[config.mk]
export PLATFORM = sky130hd
export DESIGN_NAME = segmented_transaction_reassembly_unit
export DESIGN_NICKNAME = d
export VERILOG_FILES = /design/src/hw/rtl/srt_pkg.sv /design/src/hw/rtl/srt_ram.sv /design/src/hw/rtl/srt_ctrl.sv /design/src/hw/rtl/srt_dp.sv /design/src/hw/rtl/segmented_transaction_reassembly_unit.sv
export SDC_FILE = /design/constraint.sdc
export NUM_CORES = 2
export LEC_CHECK = 0
export BUFFER_PORTS_ARGS = -buffer_cell sky130_fd_sc_hd__buf_2
export CAP_MARGIN = 20
export CORE_UTILIZATION = 45
export CTS_BUF_LIST = sky130_fd_sc_hd__clkbuf_4 sky130_fd_sc_hd__clkbuf_8 sky130_fd_sc_hd__clkbuf_16
export CTS_CLUSTER_DIAMETER = 40
export CTS_CLUSTER_SIZE = 24
export DETAILED_ROUTE_END_ITERATION = 10
export GPL_TIMING_DRIVEN = 0
export HOLD_SLACK_MARGIN = 0.12
export PLACE_DENSITY_LB_ADDON = 0.05
export REMOVE_ABC_BUFFERS = 1
export SLEW_MARGIN = 20
export SYNTH_ARGS = -nofsm -noshare
export SYNTH_HDL_FRONTEND = slang
export SYNTH_SLANG_ARGS = --single-unit
[constraint.sdc]
create_clock -name clk_i -period 17.4 [get_ports clk_i]
set_input_delay 0.87 -clock clk_i [delete_from_list [all_inputs] [get_ports clk_i]]
set_output_delay 0.87 -clock clk_i [all_outputs]
set_load 0.05 [all_outputs]
[src/hw/rtl/srt_pkg.sv]
`timescale 1ns / 1ps

package srt_pkg;

  localparam int MAX_SEGMENTS        = 8;
  localparam int START_PAYLOAD_BYTES = 20;
  localparam int CONT_PAYLOAD_BYTES  = 23;
  localparam int BUF_BYTES = START_PAYLOAD_BYTES + (MAX_SEGMENTS - 2) * CONT_PAYLOAD_BYTES;

  localparam int BUF_AW = $clog2(BUF_BYTES);
  localparam int LEN_W  = $clog2(BUF_BYTES + 1);
  localparam int WP_W   = $clog2(BUF_BYTES) + 1;   // saturates above any buffer index
  localparam int SEG_W  = $clog2(MAX_SEGMENTS);
  localparam int MISS_W = MAX_SEGMENTS - 1;

  localparam logic [7:0] INV_TN_DEVICE = 8'hff;
  localparam logic [7:0] INV_TN_PROV   = 8'h7f;
  localparam logic [7:0] RESEND_NONE   = 8'hff;
  localparam logic [7:0] CRC_INIT      = 8'hff;
  localparam logic [7:0] CRC_POLY      = 8'he0;

  typedef enum logic [1:0] {
    REQ_SEG  = 2'd0,
    REQ_READ = 2'd1,
    REQ_OPEN = 2'd2,
    REQ_NONE = 2'd3
  } req_e;

  typedef enum logic [3:0] {
    ST_STORED    = 4'd0,
    ST_DUP       = 4'd1,
    ST_RESEND    = 4'd2,
    ST_FOREIGN   = 4'd3,
    ST_MALFORMED = 4'd4,
    ST_COMPLETE  = 4'd5,
    ST_FCS_ERR   = 4'd6,
    ST_READ      = 4'd7,
    ST_RESET     = 4'd8
  } status_e;

  typedef enum logic [1:0] {
    FMT_START = 2'd0,
    FMT_ACK   = 2'd1,
    FMT_CONT  = 2'd2,
    FMT_CTRL  = 2'd3
  } fmt_e;

  // controller -> datapath
  typedef struct packed {
    logic capture;    // latch request fields
    logic exec;       // apply one request to the reassembly state
    logic load_exec;  // register result of exec
    logic load_read;  // register buffer read result
    logic crc_run;    // one CRC beat
    logic finish;     // close transaction, register result
  } cmd_t;

  // datapath -> controller
  typedef struct packed {
    logic is_read;
    logic has_result;
    logic need_crc;
    logic crc_done;
  } sts_t;

endpackage

[src/hw/rtl/srt_ram.sv]
`timescale 1ns / 1ps

module srt_ram #(
  parameter int WIDTH = 8,
  parameter int DEPTH = 158
) (
  input  logic                     clk_i,
  input  logic                     we_i,
  input  logic [$clog2(DEPTH)-1:0] waddr_i,
  input  logic [WIDTH-1:0]         wdata_i,
  input  logic [$clog2(DEPTH)-1:0] raddr_i,
  output logic [WIDTH-1:0]         rdata_o
);

  logic [WIDTH-1:0] mem [DEPTH];
  logic [WIDTH-1:0] rdata_q;

  always_ff @(posedge clk_i) begin
    if (we_i) begin
      mem[waddr_i] <= wdata_i;
    end
    rdata_q <= mem[raddr_i];
  end

  assign rdata_o = rdata_q;

endmodule

[src/hw/rtl/srt_ctrl.sv]
`timescale 1ns / 1ps

module srt_ctrl (
  input  logic          clk_i,
  input  logic          rst_ni,
  input  logic          start_i,
  output logic          busy_o,
  output logic          done_o,
  input  srt_pkg::sts_t sts_i,
  output srt_pkg::cmd_t cmd_o
);

  typedef enum logic [1:0] {
    S_IDLE,
    S_EXEC,
    S_RDOUT,
    S_CRC
  } state_e;

  state_e state_q, state_d;
  logic   done_q, done_d;

  always_comb begin
    cmd_o   = '0;
    state_d = state_q;
    done_d  = 1'b0;
    case (state_q)
      S_IDLE: begin
        if (start_i) begin
          cmd_o.capture = 1'b1;
          state_d       = S_EXEC;
        end
      end
      S_EXEC: begin
        cmd_o.exec = 1'b1;
        if (sts_i.is_read) begin
          state_d = S_RDOUT;
        end else if (sts_i.need_crc) begin
          state_d = S_CRC;
        end else begin
          cmd_o.load_exec = sts_i.has_result;
          done_d          = sts_i.has_result;
          state_d         = S_IDLE;
        end
      end
      S_RDOUT: begin
        cmd_o.load_read = 1'b1;
        done_d          = 1'b1;
        state_d         = S_IDLE;
      end
      S_CRC: begin
        if (sts_i.crc_done) begin
          cmd_o.finish = 1'b1;
          done_d       = 1'b1;
          state_d      = S_IDLE;
        end else begin
          cmd_o.crc_run = 1'b1;
        end
      end
      default: begin
        state_d = S_IDLE;
      end
    endcase
  end

  always_ff @(posedge clk_i or negedge rst_ni) begin
    if (!rst_ni) begin
      state_q <= S_IDLE;
      done_q  <= 1'b0;
    end else begin
      state_q <= state_d;
      done_q  <= done_d;
    end
  end

  assign busy_o = (state_q != S_IDLE);
  assign done_o = done_q;

  a_done_idle: assert property (@(posedge clk_i) disable iff (!rst_ni)
    done_q |-> state_q == S_IDLE)
    else $error("result strobe outside idle");

  a_accept: assert property (@(posedge clk_i) disable iff (!rst_ni)
    (start_i && !busy_o) |=> state_q == S_EXEC)
    else $error("accepted request not executed");

  a_crc_exit: assert property (@(posedge clk_i) disable iff (!rst_ni)
    (state_q == S_CRC && sts_i.crc_done) |=> done_q)
    else $error("CRC end without result");

endmodule

[src/hw/rtl/srt_dp.sv]
`timescale 1ns / 1ps

module srt_dp (
  input  logic          clk_i,
  input  logic          rst_ni,
  input  srt_pkg::cmd_t cmd_i,
  output srt_pkg::sts_t sts_o,
  input  logic          cfg_we_i,
  input  logic          cfg_wdata_i,
  input  logic [1:0]    req_type_i,
  input  logic [7:0]    seg_byte_i,
  input  logic          seg_first_i,
  input  logic          seg_last_i,
  input  logic [7:0]    read_index_i,
  output logic [3:0]    status_o,
  output logic [7:0]    transaction_number_o,
  output logic [7:0]    message_length_o,
  output logic          send_ack_o,
  output logic [7:0]    ack_number_o,
  output logic [7:0]    read_data_o,
  output logic [7:0]    computed_fcs_o
);

  localparam int BP_W = 3;
  localparam logic [BP_W-1:0] BP_MAX = 3'd5;
  localparam logic [BP_W-1:0] BP_LEN_HI = 3'd2;
  localparam logic [BP_W-1:0] BP_LEN_LO = 3'd3;
  localparam logic [BP_W-1:0] BP_FCS = 3'd4;

  typedef enum logic [2:0] {
    ACT_NONE,
    ACT_HDR,
    ACT_START,
    ACT_CONT,
    ACT_SKIP
  } act_e;

  function automatic logic [7:0] crc8_step(input logic [7:0] c, input logic [7:0] d);
    logic [7:0] r;
    r = c ^ d;
    for (int k = 0; k < 8; k++) begin
      r = r[0] ? ((r >> 1) ^ srt_pkg::CRC_POLY) : (r >> 1);
    end
    return r;
  endfunction

  function automatic logic [srt_pkg::WP_W-1:0] seg_offset(
      input logic [srt_pkg::SEG_W-1:0] seg);
    return srt_pkg::WP_W'(srt_pkg::START_PAYLOAD_BYTES
                          + (int'(seg) - 1) * srt_pkg::CONT_PAYLOAD_BYTES);
  endfunction

  // latched request
  srt_pkg::req_e rq_q;
  logic [7:0]    b_q;
  logic          first_q;
  logic          last_q;
  logic [7:0]    ridx_q;

  // reassembly state
  logic                        role_q;
  logic [7:0]                  cur_tx_q, cur_tx_d;
  logic [7:0]                  prev_tx_q, prev_tx_d;
  logic [srt_pkg::LEN_W-1:0]   decl_q, decl_d;
  logic [7:0]                  efcs_q, efcs_d;
  logic [srt_pkg::SEG_W-1:0]   last_idx_q, last_idx_d;
  logic [srt_pkg::MISS_W-1:0]  miss_q, miss_d;
  logic [BP_W-1:0]             bp_q, bp_d;
  act_e                        act_q, act_d;
  logic [srt_pkg::SEG_W-1:0]   seg_idx_q, seg_idx_d;
  logic [srt_pkg::WP_W-1:0]    wp_q, wp_d;
  logic [7:0]                  tn_q, tn_d;
  logic [5:0]                  ctrl_hi_q, ctrl_hi_d;
  logic                        pend_big_q, pend_big_d;
  logic [7:0]                  pend_lo_q, pend_lo_d;
  srt_pkg::status_e            verdict_q, verdict_d;
  logic [srt_pkg::BUF_BYTES-1:0] valid_q;

  // CRC walk
  logic [7:0]                crc_q;
  logic [srt_pkg::LEN_W-1:0] crc_idx_q;
  logic                      crc_pend_q;
  logic                      crc_issue;

  // buffer port
  logic                       wr_req;
  logic [srt_pkg::BUF_AW-1:0] waddr;
  logic [srt_pkg::BUF_AW-1:0] raddr;
  logic                       rd_ok_d, rd_ok_q;
  logic [7:0]                 ram_rdata;
  logic [7:0]                 rd_byte;

  // exec result
  srt_pkg::status_e res_status;
  logic [7:0]       res_tn;
  logic             res_ack;
  logic [7:0]       res_ackn;
  logic             has_result;
  logic             need_crc;

  logic [7:0]       inv_tn;
  logic [5:0]       seg_num;
  srt_pkg::fmt_e    fmt;
  logic [BP_W-1:0]  cur;
  logic             wp_inc;
  logic [7:0]       fcs_out;
  logic             fcs_ok;

  assign inv_tn  = role_q ? srt_pkg::INV_TN_PROV : srt_pkg::INV_TN_DEVICE;
  assign seg_num = b_q[7:2];
  assign fmt     = srt_pkg::fmt_e'(b_q[1:0]);

  always_comb begin
    cur_tx_d   = cur_tx_q;
    prev_tx_d  = prev_tx_q;
    decl_d     = decl_q;
    efcs_d     = efcs_q;
    last_idx_d = last_idx_q;
    miss_d     = miss_q;
    bp_d       = bp_q;
    act_d      = act_q;
    seg_idx_d  = seg_idx_q;
    wp_d       = wp_q;
    tn_d       = tn_q;
    ctrl_hi_d  = ctrl_hi_q;
    pend_big_d = pend_big_q;
    pend_lo_d  = pend_lo_q;
    verdict_d  = verdict_q;
    wr_req     = 1'b0;
    wp_inc     = 1'b0;
    waddr      = '0;
    res_status = srt_pkg::ST_MALFORMED;
    res_tn     = '0;
    res_ack    = 1'b0;
    res_ackn   = '0;
    has_result = 1'b0;
    need_crc   = 1'b0;
    cur        = '0;

    case (rq_q)
      srt_pkg::REQ_OPEN: begin
        cur_tx_d   = inv_tn;
        prev_tx_d  = inv_tn;
        act_d      = ACT_NONE;
        bp_d       = '0;
        has_result = 1'b1;
        res_status = srt_pkg::ST_RESET;
      end
      srt_pkg::REQ_SEG: begin
        if (first_q) begin
          act_d     = ACT_HDR;
          bp_d      = '0;
          tn_d      = '0;
          verdict_d = srt_pkg::ST_MALFORMED;
        end
        cur = bp_d;
        case (act_d)
          ACT_HDR: begin
            if (cur == '0) begin
              tn_d = b_q;
            end else begin
              // control byte decode
              ctrl_hi_d = seg_num;
              if (fmt == srt_pkg::FMT_ACK || fmt == srt_pkg::FMT_CTRL) begin
                verdict_d = srt_pkg::ST_FOREIGN;
                act_d     = ACT_SKIP;
              end else if (tn_d != srt_pkg::RESEND_NONE && tn_d == prev_tx_q) begin
                verdict_d = srt_pkg::ST_RESEND;
                act_d     = ACT_SKIP;
              end else if (fmt == srt_pkg::FMT_START) begin
                if (tn_d == cur_tx_q) begin
                  verdict_d = srt_pkg::ST_DUP;
                  act_d     = ACT_SKIP;
                end else begin
                  verdict_d = srt_pkg::ST_MALFORMED;
                  act_d     = ACT_START;
                end
              end else if (tn_d != cur_tx_q) begin
                verdict_d = srt_pkg::ST_FOREIGN;
                act_d     = ACT_SKIP;
              end else if (seg_num == '0 || int'(seg_num) >= srt_pkg::MAX_SEGMENTS) begin
                verdict_d = srt_pkg::ST_MALFORMED;
                act_d     = ACT_SKIP;
              end else if (!miss_q[srt_pkg::SEG_W'(seg_num) - 1'b1]) begin
                verdict_d = srt_pkg::ST_DUP;
                act_d     = ACT_SKIP;
              end else begin
                seg_idx_d = srt_pkg::SEG_W'(seg_num);
                wp_d      = seg_offset(srt_pkg::SEG_W'(seg_num));
                verdict_d = srt_pkg::ST_STORED;
                act_d     = ACT_CONT;
              end
            end
          end
          ACT_START: begin
            if (cur == BP_LEN_HI) begin
              pend_big_d = (b_q != '0);
              pend_lo_d  = '0;
            end else if (cur == BP_LEN_LO) begin
              pend_lo_d = pend_lo_q | b_q;
            end else if (cur == BP_FCS) begin
              if (pend_big_q || int'(pend_lo_q) > srt_pkg::BUF_BYTES
                  || int'(ctrl_hi_q) >= srt_pkg::MAX_SEGMENTS) begin
                verdict_d = srt_pkg::ST_MALFORMED;
                act_d     = ACT_SKIP;
              end else begin
                cur_tx_d   = tn_d;
                decl_d     = srt_pkg::LEN_W'(pend_lo_q);
                efcs_d     = b_q;
                last_idx_d = srt_pkg::SEG_W'(ctrl_hi_q);
                for (int i = 0; i < srt_pkg::MISS_W; i++) begin
                  miss_d[i] = (i < int'(ctrl_hi_q));
                end
                wp_d       = '0;
                verdict_d  = srt_pkg::ST_STORED;
              end
            end else if (cur > BP_FCS) begin
              wr_req = 1'b1;
            end
          end
          ACT_CONT: begin
            // last segment: bytes beyond the declared length only count
            if (seg_idx_q == last_idx_q && wp_q >= srt_pkg::WP_W'(decl_q)) begin
              wp_inc = 1'b1;
            end else begin
              wr_req = 1'b1;
            end
          end
          default: begin
          end
        endcase

        if (wr_req) begin
          wp_inc = 1'b1;
          if (int'(wp_d) >= srt_pkg::BUF_BYTES) begin
            wr_req = 1'b0;
          end else begin
            waddr = srt_pkg::BUF_AW'(wp_d);
          end
        end
        if (wp_inc && wp_d != '1) begin
          wp_d = wp_d + 1'b1;
        end
        if (act_d != ACT_NONE && bp_d < BP_MAX) begin
          bp_d = bp_d + 1'b1;
        end

        if (last_q) begin
          has_result = 1'b1;
          res_tn     = tn_d;
          case (act_d)
            ACT_NONE: begin
              res_tn = '0;
            end
            ACT_START: begin
              if (cur < BP_FCS) begin
                res_status = srt_pkg::ST_MALFORMED;
              end else if (miss_d == '0) begin
                need_crc = 1'b1;
              end else begin
                res_status = srt_pkg::ST_STORED;
              end
            end
            ACT_CONT: begin
              if (seg_idx_d == last_idx_d && wp_d != srt_pkg::WP_W'(decl_d)) begin
                res_status = srt_pkg::ST_MALFORMED;
              end else begin
                miss_d[seg_idx_d - 1'b1] = 1'b0;
                if (miss_d == '0) begin
                  need_crc = 1'b1;
                end else begin
                  res_status = srt_pkg::ST_STORED;
                end
              end
            end
            ACT_SKIP: begin
              res_status = verdict_d;
              if (verdict_d == srt_pkg::ST_RESEND) begin
                res_ack  = 1'b1;
                res_ackn = prev_tx_d;
              end
            end
            default: begin
              res_status = srt_pkg::ST_MALFORMED;
            end
          endcase
          act_d = ACT_NONE;
          bp_d  = '0;
        end
      end
      default: begin
      end
    endcase
  end

  // read port: CRC walk on crc_run, host read otherwise
  always_comb begin
    crc_issue = (crc_idx_q < decl_q);
    if (cmd_i.crc_run) begin
      raddr   = srt_pkg::BUF_AW'(crc_idx_q);
      rd_ok_d = crc_issue && valid_q[raddr];
    end else if (int'(ridx_q) < srt_pkg::BUF_BYTES) begin
      raddr   = srt_pkg::BUF_AW'(ridx_q);
      rd_ok_d = valid_q[raddr];
    end else begin
      raddr   = '0;
      rd_ok_d = 1'b0;
    end
  end

  assign rd_byte = rd_ok_q ? ram_rdata : 8'h00;
  assign fcs_out = ~crc_q;
  assign fcs_ok  = (fcs_out == efcs_q);

  srt_ram #(
    .WIDTH(8),
    .DEPTH(srt_pkg::BUF_BYTES)
  ) u_buf (
    .clk_i  (clk_i),
    .we_i   (cmd_i.exec && wr_req),
    .waddr_i(waddr),
    .wdata_i(b_q),
    .raddr_i(raddr),
    .rdata_o(ram_rdata)
  );

  always_ff @(posedge clk_i) begin
    if (cmd_i.capture) begin
      rq_q    <= srt_pkg::req_e'(req_type_i);
      b_q     <= seg_byte_i;
      first_q <= seg_first_i;
      last_q  <= seg_last_i;
      ridx_q  <= read_index_i;
    end
  end

  always_ff @(posedge clk_i or negedge rst_ni) begin
    if (!rst_ni) begin
      role_q     <= 1'b0;
      cur_tx_q   <= srt_pkg::INV_TN_DEVICE;
      prev_tx_q  <= srt_pkg::INV_TN_DEVICE;
      decl_q     <= '0;
      efcs_q     <= '0;
      last_idx_q <= '0;
      miss_q     <= '0;
      bp_q       <= '0;
      act_q      <= ACT_NONE;
      seg_idx_q  <= '0;
      wp_q       <= '0;
      tn_q       <= '0;
      ctrl_hi_q  <= '0;
      pend_big_q <= 1'b0;
      pend_lo_q  <= '0;
      verdict_q  <= srt_pkg::ST_STORED;
      valid_q    <= '0;
      crc_q      <= srt_pkg::CRC_INIT;
      crc_idx_q  <= '0;
      crc_pend_q <= 1'b0;
      rd_ok_q    <= 1'b0;
    end else begin
      rd_ok_q <= rd_ok_d;
      if (cfg_we_i) begin
        role_q <= cfg_wdata_i;
      end
      if (cmd_i.exec) begin
        cur_tx_q   <= cur_tx_d;
        prev_tx_q  <= prev_tx_d;
        decl_q     <= decl_d;
        efcs_q     <= efcs_d;
        last_idx_q <= last_idx_d;
        miss_q     <= miss_d;
        bp_q       <= bp_d;
        act_q      <= act_d;
        seg_idx_q  <= seg_idx_d;
        wp_q       <= wp_d;
        tn_q       <= tn_d;
        ctrl_hi_q  <= ctrl_hi_d;
        pend_big_q <= pend_big_d;
        pend_lo_q  <= pend_lo_d;
        verdict_q  <= verdict_d;
        if (wr_req) begin
          valid_q[waddr] <= 1'b1;
        end
        crc_q      <= srt_pkg::CRC_INIT;
        crc_idx_q  <= '0;
        crc_pend_q <= 1'b0;
      end
      if (cmd_i.crc_run) begin
        crc_pend_q <= crc_issue;
        if (crc_issue) begin
          crc_idx_q <= crc_idx_q + 1'b1;
        end
        if (crc_pend_q) begin
          crc_q <= crc8_step(crc_q, rd_byte);
        end
      end
      if (cmd_i.finish && fcs_ok) begin
        prev_tx_q <= cur_tx_q;
        cur_tx_q  <= inv_tn;
      end
    end
  end

  // result registers
  logic [3:0] status_q;
  logic [7:0] tn_out_q;
  logic [7:0] mlen_q;
  logic       ack_q;
  logic [7:0] ackn_q;
  logic [7:0] rdata_q;
  logic [7:0] fcs_q;

  always_ff @(posedge clk_i) begin
    if (cmd_i.load_exec) begin
      status_q <= res_status;
      tn_out_q <= res_tn;
      mlen_q   <= 8'(decl_d);
      ack_q    <= res_ack;
      ackn_q   <= res_ackn;
      rdata_q  <= '0;
      fcs_q    <= '0;
    end else if (cmd_i.load_read) begin
      status_q <= srt_pkg::ST_READ;
      tn_out_q <= '0;
      mlen_q   <= 8'(decl_q);
      ack_q    <= 1'b0;
      ackn_q   <= '0;
      rdata_q  <= rd_byte;
      fcs_q    <= '0;
    end else if (cmd_i.finish) begin
      status_q <= fcs_ok ? srt_pkg::ST_COMPLETE : srt_pkg::ST_FCS_ERR;
      tn_out_q <= tn_q;
      mlen_q   <= 8'(decl_q);
      ack_q    <= fcs_ok;
      ackn_q   <= fcs_ok ? cur_tx_q : 8'h00;
      rdata_q  <= '0;
      fcs_q    <= fcs_out;
    end
  end

  assign status_o             = status_q;
  assign transaction_number_o = tn_out_q;
  assign message_length_o     = mlen_q;
  assign send_ack_o           = ack_q;
  assign ack_number_o         = ackn_q;
  assign read_data_o          = rdata_q;
  assign computed_fcs_o       = fcs_q;

  assign sts_o.is_read    = (rq_q == srt_pkg::REQ_READ);
  assign sts_o.has_result = has_result;
  assign sts_o.need_crc   = need_crc;
  assign sts_o.crc_done   = !crc_issue && !crc_pend_q;

  a_crc_idx: assert property (@(posedge clk_i) disable iff (!rst_ni)
    crc_idx_q <= decl_q)
    else $error("CRC walk past declared length");

  a_bp_max: assert property (@(posedge clk_i) disable iff (!rst_ni)
    bp_q <= BP_MAX)
    else $error("byte position out of range");

  a_open: assert property (@(posedge clk_i) disable iff (!rst_ni)
    (cmd_i.exec && rq_q == srt_pkg::REQ_OPEN) |=> (cur_tx_q == prev_tx_q))
    else $error("link open left transaction numbers apart");

endmodule

[src/hw/rtl/segmented_transaction_reassembly_unit.sv]
`timescale 1ns / 1ps

// Reassembles segmented provisioning transactions, one segment byte per
// request. A request is taken when start is high and busy is low; its result,
// if it has one, appears on the result ports for exactly one cycle with
// result_valid_o high. There is no backpressure: the receiver must take every
// result beat the cycle it is shown. A segment byte, a link open or an ignored
// code passes through capture and execute, and busy drops in the cycle the
// result is shown, so the next request can go in then. A buffer read adds a
// readout step for the registered RAM read. A segment that completes the
// message runs CRC-8 over the buffer, one byte per cycle through the single
// RAM read port, for a declared length of up to 158 bytes. No clearing pass
// after reset: per-byte valid flops make unwritten buffer bytes read as zero.
// provisioner_role is written through cfg_we_i / cfg_wdata_i; the user must
// write it only while idle, which the block does not enforce.
module segmented_transaction_reassembly_unit (
  input  logic       clk_i,
  input  logic       rst_ni,
  input  logic       start,
  output logic       busy,
  input  logic       cfg_we_i,
  input  logic       cfg_wdata_i,
  input  logic [1:0] req_type_i,
  input  logic [7:0] seg_byte_i,
  input  logic       seg_first_i,
  input  logic       seg_last_i,
  input  logic [7:0] read_index_i,
  output logic       result_valid_o,
  output logic [3:0] status_o,
  output logic [7:0] transaction_number_o,
  output logic [7:0] message_length_o,
  output logic       send_ack_o,
  output logic [7:0] ack_number_o,
  output logic [7:0] read_data_o,
  output logic [7:0] computed_fcs_o
);

  srt_pkg::cmd_t cmd;
  srt_pkg::sts_t sts;

  // sequencing: capture, execute, optional read / CRC walk, result beat
  srt_ctrl u_ctrl (
    .clk_i  (clk_i),
    .rst_ni (rst_ni),
    .start_i(start),
    .busy_o (busy),
    .done_o (result_valid_o),
    .sts_i  (sts),
    .cmd_o  (cmd)
  );

  // reassembly state, message buffer, CRC unit and result registers
  srt_dp u_dp (
    .clk_i               (clk_i),
    .rst_ni              (rst_ni),
    .cmd_i               (cmd),
    .sts_o               (sts),
    .cfg_we_i            (cfg_we_i),
    .cfg_wdata_i         (cfg_wdata_i),
    .req_type_i          (req_type_i),
    .seg_byte_i          (seg_byte_i),
    .seg_first_i         (seg_first_i),
    .seg_last_i          (seg_last_i),
    .read_index_i        (read_index_i),
    .status_o            (status_o),
    .transaction_number_o(transaction_number_o),
    .message_length_o    (message_length_o),
    .send_ack_o          (send_ack_o),
    .ack_number_o        (ack_number_o),
    .read_data_o         (read_data_o),
    .computed_fcs_o      (computed_fcs_o)
  );

endmodule
==> metrics.md <==
| Metric | Value |
|---|---|
| Final Hold Fails | `0` |
| Share of flip-flops with an asynchronous set or reset | `16.6%` |
| Port Buffers | `71` |
| Vias in the first global route | `44,100` |
| Setup Crit Path Kind | `reg2reg` |
| Slowest CP cell | `edfxtp_1` |
| Slew @ Worst Pin | `1.25 ns` |
| Die area | `154,000 um2` |
| Rows | `143` |
| CP delay by family, top | `simple AND/OR/NAND/NOR gates` |
| Tcrit/Tclk final | `56.7%` |
| Slew Viols, Final | `0` |
| Cell accounting for the most synthesized area | `edfxtp_1` |
| Worst-Skew Late Latency | `0.87 ns` |
| Post-CTS resize count | `0` |
| Cell variety after synth | `96` |
| P_int | `0.00750 W` |
| Most common library cells after synthesis | `edfxtp_1, nand2_1, nand3_1` |
| # IOs | `72` |
| Post-placement setup slack | `7.65 ns` |
| Max Cap Viol | `0` |
| Yosys top cell area share | `57.3%` |
| IR drop worst, VDD | `0.000101 V` |
| Hold-critical path depth | `1` |
| Synthesized instance count | `5,502` |
| Top reg by flops | `u_dp.u_buf.mem` |
| Cell Pwr Density | `124 nW/um2` |
| Synth area leaders | `edfxtp_1, dfrtp_1, nand2_1` |
| Chip height | `393 um` |
| HPWL Detailed | `139,000 um` |
| Clock power frac | `48.0%` |
| YS warnings | `0` |
| Final instance area | `81,800 um2` |
| Layout area overhead | `18.9%` |
| Final hold slack | `0.175 ns` |
| Die X | `393 um` |
| H-tree depth | `4` |
| Post-route ant nets | `0` |
| 1st-iter DRT viols | `4,073` |
| CTS Buffer Depth | `3` |
| Flop pwr share | `42.4%` |
| Worst stage delay on the critical path | `0.88 ns` |
| Power Total | `0.0102 W` |
| Main flop type after synthesis | `edfxtp_1` |
| CORE AREA | `152,000 um2` |
| Wire per inst | `26.6 um` |
| Sequential fraction of the synthesis area | `67.8%` |
| Area after DPL | `73,500 um2` |
| RSZ-0062 raised after global routing | `no` |
| CTS tree | `built` |
| Worst setup SP type | `flop` |
| Vias | `45,800` |
| Placed cell count | `7,414` |
| Num CTS Buffers | `234` |
| Fin worst setup slack | `7.53 ns` |
| Outcome | `completed` |
| GRT overflow | `0` |
| Synth Register Bits | `1,604` |
| Gpl congestion | `0.860` |
| Initial Util | `45.3%` |
| Clk_skew | `0.0573 ns` |
| Nets@finish | `5,691` |
| Crit Path Max Fanout | `20` |
| WHS Endpoint | `u_dp.ridx_q[5]` |
| Layout cells sized above 1 | `18.6%` |
| # DRC | `0` |
| Final WL | `209,000 um` |
| Mapped Area | `68,800 um2` |
| Slew Limit Headroom | `16.7%` |
| Max FFs per register | `1,264` |
| First-pass GRT wire length | `305,000 um` |
| Initial antenna violation count | `8` |
| GRT Total Usage | `27.2%` |
| FMAX | `0.101 GHz` |
| Post-synth EDFFs | `1,313` |
| Fin crit period | `9.87 ns` |
| Sw Share | `26.1%` |
| DR pass1 iterations | `5` |
| Largest regs | `u_dp.u_buf.mem x1264, u_dp.valid_q x158, u_dp.wp_q x9` |
| Crit. End Element | `flop` |
| WP buf/inv | `7` |
| Clock Sinks | `1,604` |
| Worst Hold Class | `in2reg` |
| Worst EP required | `17.97 ns` |
| Final cell count without fillers | `7,866` |
| Largest net degree at the start of global routing | `87` |
| Crit path DAT | `10.45 ns` |
| Combinational Power Share | `9.6%` |
| R2R Path Start | `u_dp.b_q[2]` |
| R2r setup slk | `7.53 ns` |
| Worst reg-to-reg path cell count | `31` |
| Worst flop-to-flop path endpoint | `u_dp.ack_number_o[2]` |
| Avg Inst Size Synth | `12.5 um2` |
| Psw | `0.00265 W` |
| Most common cell in the synthesized netlist | `edfxtp_1` |
| Via/cell ratio | `5.82` |
| Leak Pwr | `30.1 nW` |
| Hold Path Origin | `read_index_i[5]` |
| CTS Root Cell | `clkbuf_16` |
| CTS clock-pin slew for the worst setup and hold paths | `0.06 ns` |
| Final setup fails | `0` |
cell usage in the layout (no fill, tap or decap), drive strengths merged, types with 37 or more instances in the layout:
cell,count
a211oi,64
a21oi,265
a22o,39
a22oi,40
a311oi,38
a31oi,115
and3,49
buf,235
clkbuf,266
clkinv,86
dfrtp,243
edfxtp,1313
ha,38
inv,94
mux2i,71
mux4,102
nand2,1199
nand3,469
nor2,309
o21ai,90
or2,170
xnor2,37
cells by family (layout without fill, tap and decap cells):
group | Yosys count | in the layout | synth area share (%)
AO/OA/AOI/OAI | 850 | 850 | 8.33
XOR/XNOR | 66 | 66 | 0.840
adder cells (fa/ha/maj) | 42 | 42 | 0.807
multiplexers | 205 | 205 | 4.93
other | 0 | 1 | 0
AND/OR/NAND/NOR | 2340 | 2340 | 15.1
buffers and inverters | 395 | 728 | 2.24
flip-flops | 1604 | 1604 | 67.8
area by class of cell:
class | count | area (um2)
Clock inverter | 181 | 2090
Multi-Input combinational cell | 3503 | 20900
Fill cell | 12700 | 70100
Antenna cell | 1 | 2.50
Inverter | 43 | 161
Sequential cell | 1604 | 46600
Timing Repair Buffer | 238 | 3320
Clock buffer | 266 | 6200
Tap cell | 2030 | 2540
power groups by stage:
| stage | logic (W) | clock network [W] | registers [W] |
|---|---|---|---|
| 2_1_floorplan | 0.000608 | 0 | 0.00442 |
| 3_3_place_gp | 0.00112 | 0 | 0.00447 |
| 3_5_place_dp | 0.000974 | 0 | 0.00438 |
| 4_1_cts | 0.000977 | 0.00493 | 0.00431 |
| 5_1_grt | 0.00105 | 0.00509 | 0.00431 |
| 6_report | 0.000975 | 0.00487 | 0.00431 |
what timing repair did:
item                       in CTS  in global routing
buffers inserted                0                  0
hold buffers                    3                  0
setup endpoints to repair       0                  0
hold endpoints to repair       41                  0
metal layers:
metal	GRT usage (%)	up-vias	share of wire [%]
li1	-	20700	-
met1	38.7	23200	44
met2	41.9	1562	46
met3	5.47	307	7.1
met4	8.44	6	2.7
met5	0.670	-	0.085
metrics by stage:
| step | TNS [ns] | util, % |
|---|---|---|
| 3_5_place_dp | 0 | 48.4 |
| 6_report | 0 | 53.9 |
| 3_3_place_gp | -622.99 | 46.3 |
| 2_1_floorplan | -109.39 | - |
| 4_1_cts | 0 | 53.8 |
| 5_1_grt | 0 | 53.9 |
worst max path at each step:
stage | to | slack [ns] | startpoint | cells past startpoint
6_report | u_dp.ack_number_o[2] | 7.53 | u_dp.b_q[2] | 31
5_1_grt | u_dp.ack_number_o[2] | 7.15 | u_dp.b_q[2] | 31
4_1_cts | u_dp.ack_number_o[2] | 7.53 | u_dp.b_q[2] | 31
3_5_place_dp | u_dp.ack_number_o[0] | 7.65 | u_dp.b_q[2] | 31
3_3_place_gp | u_dp.u_buf.rdata_o[7] | -79.02 | u_dp.crc_idx_q[0] | 12
2_1_floorplan | u_dp.u_buf.rdata_o[6] | -13.83 | u_dp.crc_idx_q[0] | 12
No activity file was read; power rests on OpenSTA's default activity.
